$ cat src/rtl/fcsb_pkg.sv
package fcsb_pkg;

    localparam int PLANES  = 6;
    localparam int PLANE_W = (PLANES > 1) ? $clog2(PLANES) : 1;

    localparam int DATA_W  = 32;
    localparam int IDX_W   = 3;
    localparam int OP_W    = 2;
    localparam int PROD_W  = 2 * DATA_W;
    localparam int OFS_W   = DATA_W + 1;
    localparam int FRAC_W  = 16;
    localparam int ACC_W   = PROD_W + 4;

    localparam logic [OP_W-1:0] OP_LOAD   = 2'd0;
    localparam logic [OP_W-1:0] OP_SPHERE = 2'd1;
    localparam logic [OP_W-1:0] OP_BOX    = 2'd2;

    typedef logic signed [DATA_W-1:0] t_data;

    typedef struct packed {
        t_data nx;
        t_data ny;
        t_data nz;
        t_data d;
    } t_plane;

    typedef struct packed {
        logic mul_en;
        logic acc_init;
        logic acc_add;
    } t_mac_ctl;

endpackage

$ cat src/rtl/fcsb_plane_store.sv
module fcsb_plane_store (
    input  logic                          i_clk,
    input  logic                          i_rst_n,
    input  logic                          i_we,
    input  logic [fcsb_pkg::PLANE_W-1:0]  i_waddr,
    input  fcsb_pkg::t_plane              i_wdata,
    input  logic [fcsb_pkg::PLANE_W-1:0]  i_raddr,
    output fcsb_pkg::t_plane              o_rdata
);
    import fcsb_pkg::*;

    t_plane r_planes [PLANES];

    always_ff @(posedge i_clk) begin
        if (!i_rst_n) begin
            for (int k = 0; k < PLANES; k++) begin
                r_planes[k] <= '0;
            end
        end else if (i_we) begin
            r_planes[i_waddr] <= i_wdata;
        end
    end

    assign o_rdata = r_planes[i_raddr];

endmodule

$ cat src/rtl/fcsb_mac.sv
module fcsb_mac (
    input  logic                           i_clk,
    input  fcsb_pkg::t_mac_ctl             i_ctl,
    input  fcsb_pkg::t_data                i_a,
    input  fcsb_pkg::t_data                i_b,
    input  logic signed [fcsb_pkg::OFS_W-1:0] i_offset,
    output logic                           o_positive
);
    import fcsb_pkg::*;

    logic signed [PROD_W-1:0]       r_prod;
    logic signed [ACC_W-1:0]        r_acc;
    logic signed [OFS_W+FRAC_W-1:0] w_ofs_q;
    logic signed [ACC_W-1:0]        w_ofs_ext;
    logic signed [ACC_W-1:0]        w_prod_ext;
    logic signed [ACC_W-1:0]        w_sum;

    // offset is Q17.16, products are Q32.32: align before adding
    assign w_ofs_q    = {i_offset, {FRAC_W{1'b0}}};
    assign w_ofs_ext  = ACC_W'(w_ofs_q);
    assign w_prod_ext = ACC_W'(r_prod);
    assign w_sum      = r_acc + w_prod_ext;
    assign o_positive = !w_sum[ACC_W-1] && (w_sum != '0);

    always_ff @(posedge i_clk) begin
        if (i_ctl.mul_en) begin
            r_prod <= i_a * i_b;
        end
        if (i_ctl.acc_init) begin
            r_acc <= w_ofs_ext + w_prod_ext;
        end else if (i_ctl.acc_add) begin
            r_acc <= w_sum;
        end
    end

endmodule

$ cat src/rtl/frustum_cull_sphere_box.sv
// A plane load or an unused opcode gives its result in the cycle after start is taken.
// A query steps through multiply x, y, z, then add and compare for each plane, on one
// shared 32x32 multiply-accumulate unit; it stops at the first plane that culls.
// No new transaction is taken until the last one has given its result.
// busy is high after an accepted start through the result strobe; the receiver cannot stall.
// Reset (synchronous, active low): idle, no result pending, all planes cleared to zero.
module frustum_cull_sphere_box (
    input  logic                          i_clk,
    input  logic                          i_rst_n,
    input  logic                          start,
    output logic                          busy,
    input  logic [fcsb_pkg::OP_W-1:0]     i_opcode,
    input  logic [fcsb_pkg::IDX_W-1:0]    i_plane_index,
    input  fcsb_pkg::t_data               i_point_x,
    input  fcsb_pkg::t_data               i_point_y,
    input  fcsb_pkg::t_data               i_point_z,
    input  fcsb_pkg::t_data               i_far_x,
    input  fcsb_pkg::t_data               i_far_y,
    input  fcsb_pkg::t_data               i_far_z,
    input  fcsb_pkg::t_data               i_scalar,
    output logic                          o_valid,
    output logic                          o_culled
);
    import fcsb_pkg::*;

    // sequencer states
    localparam logic [1:0] S_IDLE = 2'd0;
    localparam logic [1:0] S_RUN  = 2'd1;
    localparam logic [1:0] S_DONE = 2'd2;

    // step within one plane: multiply x, multiply y, multiply z, final add and compare
    localparam logic [1:0] STEP_X   = 2'd0;
    localparam logic [1:0] STEP_Y   = 2'd1;
    localparam logic [1:0] STEP_Z   = 2'd2;
    localparam logic [1:0] STEP_CMP = 2'd3;

    localparam logic [IDX_W:0]     IDX_LIMIT  = (IDX_W+1)'(PLANES);
    localparam logic [PLANE_W-1:0] PLANE_LAST = PLANE_W'(PLANES - 1);

    logic [1:0]         r_state, n_state;
    logic [1:0]         r_step, n_step;
    logic [PLANE_W-1:0] r_plane, n_plane;
    logic               r_culled, n_culled;

    // transaction payload, held for the whole query
    logic [OP_W-1:0]    r_op;
    t_data              r_pt_x, r_pt_y, r_pt_z;
    t_data              r_far_x, r_far_y, r_far_z;
    t_data              r_scalar;

    logic               w_accept;
    logic               w_store_we;
    t_plane             w_wdata;
    t_plane             w_plane;
    t_mac_ctl           w_ctl;
    t_data              w_a, w_b;
    t_data              w_bias;
    logic signed [OFS_W-1:0] w_offset;
    logic               w_is_box;
    logic               w_positive;
    logic               w_run;

    assign busy     = (r_state != S_IDLE);
    assign w_accept = start && !busy;
    assign o_valid  = (r_state == S_DONE);
    assign o_culled = r_culled;

    // plane loads write straight from the input ports in the accepting cycle
    assign w_wdata = '{nx: i_point_x, ny: i_point_y, nz: i_point_z, d: i_scalar};

    fcsb_plane_store u_store (
        .i_clk   (i_clk),
        .i_rst_n (i_rst_n),
        .i_we    (w_store_we),
        .i_waddr (i_plane_index[PLANE_W-1:0]),
        .i_wdata (w_wdata),
        .i_raddr (r_plane),
        .o_rdata (w_plane)
    );

    // operand select: a box query takes the far corner on an axis whose normal is <= 0
    assign w_is_box = (r_op == OP_BOX);

    always_comb begin
        case (r_step)
            STEP_X: begin
                w_a = w_plane.nx;
                w_b = (w_is_box && (w_plane.nx <= 0)) ? r_far_x : r_pt_x;
            end
            STEP_Y: begin
                w_a = w_plane.ny;
                w_b = (w_is_box && (w_plane.ny <= 0)) ? r_far_y : r_pt_y;
            end
            default: begin
                w_a = w_plane.nz;
                w_b = (w_is_box && (w_plane.nz <= 0)) ? r_far_z : r_pt_z;
            end
        endcase
    end

    // sphere: compare distance against the radius by folding it into the offset
    assign w_bias   = (r_op == OP_SPHERE) ? r_scalar : '0;
    assign w_offset = OFS_W'(w_plane.d) - OFS_W'(w_bias);

    assign w_run          = (r_state == S_RUN);
    assign w_ctl.mul_en   = w_run && (r_step != STEP_CMP);
    assign w_ctl.acc_init = w_run && (r_step == STEP_Y);
    assign w_ctl.acc_add  = w_run && (r_step == STEP_Z);

    fcsb_mac u_mac (
        .i_clk      (i_clk),
        .i_ctl      (w_ctl),
        .i_a        (w_a),
        .i_b        (w_b),
        .i_offset   (w_offset),
        .o_positive (w_positive)
    );

    always_comb begin
        n_state    = r_state;
        n_step     = r_step;
        n_plane    = r_plane;
        n_culled   = r_culled;
        w_store_we = 1'b0;
        case (r_state)
            S_IDLE: begin
                if (start) begin
                    n_culled = 1'b0;
                    n_step   = STEP_X;
                    n_plane  = '0;
                    if (i_opcode == OP_SPHERE || i_opcode == OP_BOX) begin
                        n_state = S_RUN;
                    end else begin
                        // load or unused opcode: answer at once, drop out-of-range loads
                        n_state    = S_DONE;
                        w_store_we = (i_opcode == OP_LOAD) &&
                                     ({1'b0, i_plane_index} < IDX_LIMIT);
                    end
                end
            end
            S_RUN: begin
                n_step = r_step + 2'd1;
                if (r_step == STEP_CMP) begin
                    // stop at the first plane that culls, or after the last plane
                    if (w_positive) begin
                        n_culled = 1'b1;
                    end
                    if (w_positive || (r_plane == PLANE_LAST)) begin
                        n_state = S_DONE;
                    end else begin
                        n_plane = r_plane + 1'b1;
                    end
                end
            end
            S_DONE: begin
                n_state = S_IDLE;
            end
            default: begin
                n_state = S_IDLE;
            end
        endcase
    end

    always_ff @(posedge i_clk) begin
        if (!i_rst_n) begin
            r_state  <= S_IDLE;
            r_step   <= STEP_X;
            r_plane  <= '0;
            r_culled <= 1'b0;
        end else begin
            r_state  <= n_state;
            r_step   <= n_step;
            r_plane  <= n_plane;
            r_culled <= n_culled;
        end
    end

    // capture the transaction payload on accept
    always_ff @(posedge i_clk) begin
        if (w_accept) begin
            r_op     <= i_opcode;
            r_pt_x   <= i_point_x;
            r_pt_y   <= i_point_y;
            r_pt_z   <= i_point_z;
            r_far_x  <= i_far_x;
            r_far_y  <= i_far_y;
            r_far_z  <= i_far_z;
            r_scalar <= i_scalar;
        end
    end

endmodule

$ cat config.mk
export PLATFORM = sky130hd
export DESIGN_NAME = frustum_cull_sphere_box
export DESIGN_NICKNAME = d
export VERILOG_FILES = /design/src/rtl/fcsb_pkg.sv /design/src/rtl/fcsb_plane_store.sv /design/src/rtl/fcsb_mac.sv /design/src/rtl/frustum_cull_sphere_box.sv
export SDC_FILE = /design/constraint.sdc
export NUM_CORES = 2
export LEC_CHECK = 0
export BUFFER_PORTS_ARGS = -buffer_cell sky130_fd_sc_hd__buf_4
export CAP_MARGIN = 20
export CORE_ASPECT_RATIO = 0.7
export CORE_MARGIN = 2
export CORE_UTILIZATION = 50
export CTS_BUF_LIST = sky130_fd_sc_hd__clkbuf_8
export CTS_CLUSTER_DIAMETER = 30
export DETAILED_ROUTE_END_ITERATION = 10
export GPL_ROUTABILITY_DRIVEN = 1
export PLACE_DENSITY_LB_ADDON = 0.05
export SYNTH_ARGS = -nofsm -noshare
export SYNTH_HDL_FRONTEND = slang
export SYNTH_SLANG_ARGS = --single-unit
$ cat constraint.sdc
create_clock -name i_clk -period 14.8 [get_ports i_clk]
set_input_delay 2.96 -clock i_clk [delete_from_list [all_inputs] [get_ports i_clk]]
set_output_delay 2.96 -clock i_clk [all_outputs]
set_load 0.01 [all_outputs]
**Yosys cells after proc, flatten, opt, wreduce, memory -nomap -nowiden**

Memories as Yosys holds them, arrays and structs flattened. A register that Yosys moved wholly into a read port is not among the register bits.
Index checks and enable logic that the tools add are counted.

- Word-level logic and storage cells: 101
- RAM bits: 768
- Flip-flop bits (word level): 366
- Output and inout bits: 3
- Memories kept: 1
- Bits of input ports: 232

- $add $sub $neg: 5
- Multipliers: 1
- Equal/unequal tests: 16
- Magnitude comparators: 4
- Mux-type cells: 35
- Reductions and logical operators: 25

Memory list:

| name | words | width | rd ports | clocked after memory_dff | write ports | RTL line | source |
|---|---|---|---|---|---|---|---|
| u_store.r_planes | 6 | 128 | 1 | 1 | 6 | fcsb_plane_store.sv:12 | `t_plane r_planes [PLANES];` |

Operators by type and width:

| kind | count |
|---|---|
| 68-bit 2-to-1 mux | 2 |
| 128-bit 2-to-1 mux | 1 |
| 32-bit 2-to-1 mux | 4 |
| 32-bit one-hot mux with 2 select lines | 2 |
| 128-bit OR reduction | 1 |
| 32-bit by 1-bit <= comparator with 1-bit output, second input constant | 3 |
| 68-bit by 64-bit adder with 68-bit output | 1 |
| 68-bit nonzero test | 1 |
| 49-bit by 64-bit adder with 65-bit output | 1 |
| 32-bit by 32-bit multiplier with 64-bit output | 1 |
| 32-bit by 32-bit subtractor with 33-bit output | 1 |
| 3-bit 2-to-1 mux | 6 |
| 1-bit 2-to-1 mux | 11 |
| 2-bit equality test, second input constant | 5 |
| 2-bit 2-to-1 mux | 5 |
| 1-bit logical AND | 9 |
| 2-bit by 1-bit equality test with 1-bit output, second input constant | 4 |
| 2-bit != test, second input constant | 4 |
| 2-bit one-hot mux with 2 select lines | 2 |
| 4-bit AND reduction | 2 |
| 2-bit zero test | 3 |
| 3-bit one-hot mux with 2 select lines | 1 |
| 2-bit nonzero test | 3 |
| 2-bit by 1-bit != test with 1-bit output, second input constant | 2 |
| 9 further kinds | 11 |

**Depth between registers and ports, before layout**

- Depth in word-level cells: 10
- Gate-level depth with buffers: 46
- Gate-level depth less buffers: 40

**Cells and area by module**

A second synthesis with hierarchy kept.

- Cells, all modules: 8,707
- Area, all modules: 103,519.3 µm²

By module, submodules not included:

| module | times used | cells each | sequential area each (µm²) | area an instance (µm²) |
|---|---|---|---|---|
| fcsb_mac | 1 | 5,124 | 3,963.8 | 47,677.0 |
| fcsb_plane_store | 1 | 2,690 | 30,749.5 | 44,445.1 |
| frustum_cull_sphere_box | 1 | 893 | 6,946.7 | 11,397.2 |

**Worst setup path after synthesis**

Ideal clock, no wire load.

- Kind: input to register
- Start point: input port i_opcode[0] (netlist name)
- End point: memory u_store.r_planes[4][0] (netlist name), enable pin
- Data required time: 14.008 ns
- Cell stages on the path: 5
- Setup time: 0.792 ns
- Arrival time: 12.878 ns
- Slack: 1.130 ns
- Buffers on the path: 0
- Cells stage by stage: inv_1 ha_1 a2111oi_0 inv_1 o21ai_0

RTL lines:

| element | RTL line | source |
|---|---|---|
| from (decl) | frustum_cull_sphere_box.sv:12 | `input logic [fcsb_pkg::OP_W-1:0] i_opcode,` |
| to (decl) | fcsb_plane_store.sv:12 |  |

==> results.cfg <==
[logic_synthesis]
ys.flop_type = edfxtp_1
synth_commonest_cells = edfxtp_1 (1382), nor2_1 (1224), inv_1 (1172)
syn_avg_cell_area_um2 = 11.8
yosys_warnings = 0
netlist_instances = 8545
netlist_area_um2 = 100000
synth_top_area_frac = 0.413
synthMostInstantiatedCell = edfxtp_1
async_reset_ff_frac = 0
yosysUniqueCellTypes = 90
seq_area_frac_synth = 0.415
yosysTopAreaCell = edfxtp_1
synthTopCellsByArea = edfxtp_1 (41%), fa_1 (22%), mux4_2 (5.7%)
synth-seq-cells = 1393
synth_edf_count = 1382

[run_status]
status = finished, final reports clean

[detailed_routing]
met3_length_mm = 44.8
viasPerCell = 5.90
ant_nets = 0
vias = 70100
wl_met1_mm = 147
met2_length_mm = 139
top_layer = met5
route.detailed.drc = 0
drtIter0Drc = 7994
routedWlPerCell_um = 28.6
first_pass_iters = 6
routed_wirelength_mm = 340

[clocking]
cts.sinks = 1393
holdBufCountCts = 0
cts_root_buffer = clkbuf_8
clock_path_buffers = 4
cts.reportedPaths.clkPinSlew_ns = 0.06
post_cts_buffers = 0
cts_tree = yes
htree_levels = 5
insertion_delay_ns = 0.92
cts_inserted_buffers = 278
cts_resized = 0

[timing]
min_period_ns = 13.53
rsz0062_at_grt = false
fmax_ghz = 0.0739
worst_slack_ns = 1.27
setup-tns-final_ns = 0
timing.final.crit_share = 0.914
report.final.slew_viol_count = 0
final-setup-viol-count = 0
hold_violations = 0
tightest_slew_ns = 1.35
skew_ns = 0.108
relSlewSlack = 0.0980

[critical_path]
crit_path_top_delay_cell = a21oi_2
cp_max_fo = 56
cp.arrival_ns = 14.17
cp_num_buf_inv = 8
worstSetupEndpointType = register
critPathMostFrequentCell = fa_1
start_kind = register
crit_family = adder cells
worstSetupPathType = register to register
crit_required_ns = 15.44
critPathMaxStageDelay_ns = 0.75

[floorplan]
die_area_um2 = 205000
fp-row-count = 137
start_util = 0.504
coreArea_um2 = 199000
io_pins = 235
die_w_um = 540
die_h_um = 379

[global_route]
grt_pass1_wl_mm = 494
grt_pass1_vias = 71400
track_usage = 0.336
grt_overflow = 0
grt_start_max_net_pins = 147
antenna_found_initial = 13

[placement]
io_buffers = 234
dp_slack_ns = 1.54
hpwl_mm = 248
gp_congestion = 0.947

[cells_and_area]
nets = 10700
n_fill_cell = 17000
layout-drive-gt1-share = 0.142
seq_area_um2 = 41700
multi_input_area_um2 = 54000
syn_to_final_growth_pct = 11.7

[hold_path]
hp-class = register to register

[job]
cap_violations = 0
cell families (layout without fill, tap and decap cells):
family	count (synthesis)	in the layout	share of synthesized area
and+or+nand+nor	2559	2559	0.105
adders and majority gates	1423	1423	0.258
buffers and inverters	1596	2049	0.0618
AOI/OAI and AO/OA	894	894	0.0597
other	1	258	0.0000373
xor gates and xnor gates	183	183	0.0160
DFF	1393	1393	0.415
muxes	496	496	0.0834
layout by cell type, fill, tap and decap left out, types with 37 or more instances in the layout:
cell / Yosys / routed
fa_1: 1085 / 1085
and2_1: 70 / 68
conb_1: 1 / 256
xor2_1: 80 / 80
edfxtp_1: 1382 / 1382
clkinv_1: 6 / 51
inv_1: 1172 / 1220
nor2_1: 1224 / 1222
nand2_1: 917 / 907
xnor2_1: 103 / 103
mux2_2: 162 / 162
ha_1: 338 / 336
o21a_1: 37 / 37
o21ai_0: 165 / 164
nor3_1: 51 / 51
a21oi_1: 238 / 233
clkbuf_8: 0 / 286
mux4_2: 256 / 256
mux2i_1: 77 / 77
nor2b_1: 43 / 42
nand3_1: 62 / 62
a21o_1: 130 / 130
nand4_1: 53 / 53
buf_4: 19 / 376
state kept, by name, indices dropped and copies added, names as in the netlist, named ones only:
signal / count
u_store.r_planes: 1024
u_mac.r_acc: 68
u_mac.r_prod: 64
r_far_x: 32
r_far_y: 32
r_far_z: 32
r_pt_x: 32
r_pt_y: 32
r_pt_z: 32
r_scalar: 32
r_plane: 3
r_op: 2
r_state: 2
r_step: 2
o_culled: 1
routing by layer:
metal | global-route usage | vias up
met1 | 0.499 | 36100
met5 | 0 | -
met3 | 0.110 | 535
met4 | 0.0947 | 10
li1 | - | 29500
met2 | 0.469 | 4028
final cells by class:
class,instances,area share
sequential,1393,0.372
timing repair buffer,391,0.0277
multi-input combinational,5811,0.481
tap,2641,0.0294
clock inverter,192,0.0153
inverter,1180,0.0395
antenna,2,0.0000446
clock buffer,286,0.0351
per-stage QoR:
stage / hold slack, ns / cells / utilization / cell area (um^2)
6_report: 0.462 / 11900 / 0.563 / 112000
5_1_grt: 0.516 / 11900 / 0.563 / 112000
4_1_cts: 0.466 / 11900 / 0.563 / 112000
3_5_place_dp: 0.454 / 11400 / 0.534 / 107000
3_3_place_gp: 0.459 / 11400 / 0.534 / 106000
2_1_floorplan: 0.477 / 8800 / - / 101000
final timing paths:
kind / start / to / slack [ns] / cells past startpoint
max: register / u_mac.r_prod[62]$_DFFE_PP_ / 1.27 / 39
max reg2reg: register / u_mac.r_prod[62]$_DFFE_PP_ / 1.27 / 39
min: o_culled$_SDFFE_PN0P_ / o_culled$_SDFFE_PN0P_ / 0.46 / 2
min reg2reg: o_culled$_SDFFE_PN0P_ / o_culled$_SDFFE_PN0P_ / 0.46 / 2
worst register-to-register path: cells and delay by family, from the launching register on:
family / cells / cell delay [ns]
fa+ha+maj: 9 / 4.40
compound gates: 12 / 3.37
buf+inv: 8 / 1.72
mux: 3 / 1.53
simple gates: 6 / 1.38
flops: 1 / 0.73
xor+xnor: 1 / 0.12
Power is not shown: default switching activity piles up to over one toggle a cycle in this logic, so the estimate is an artifact.
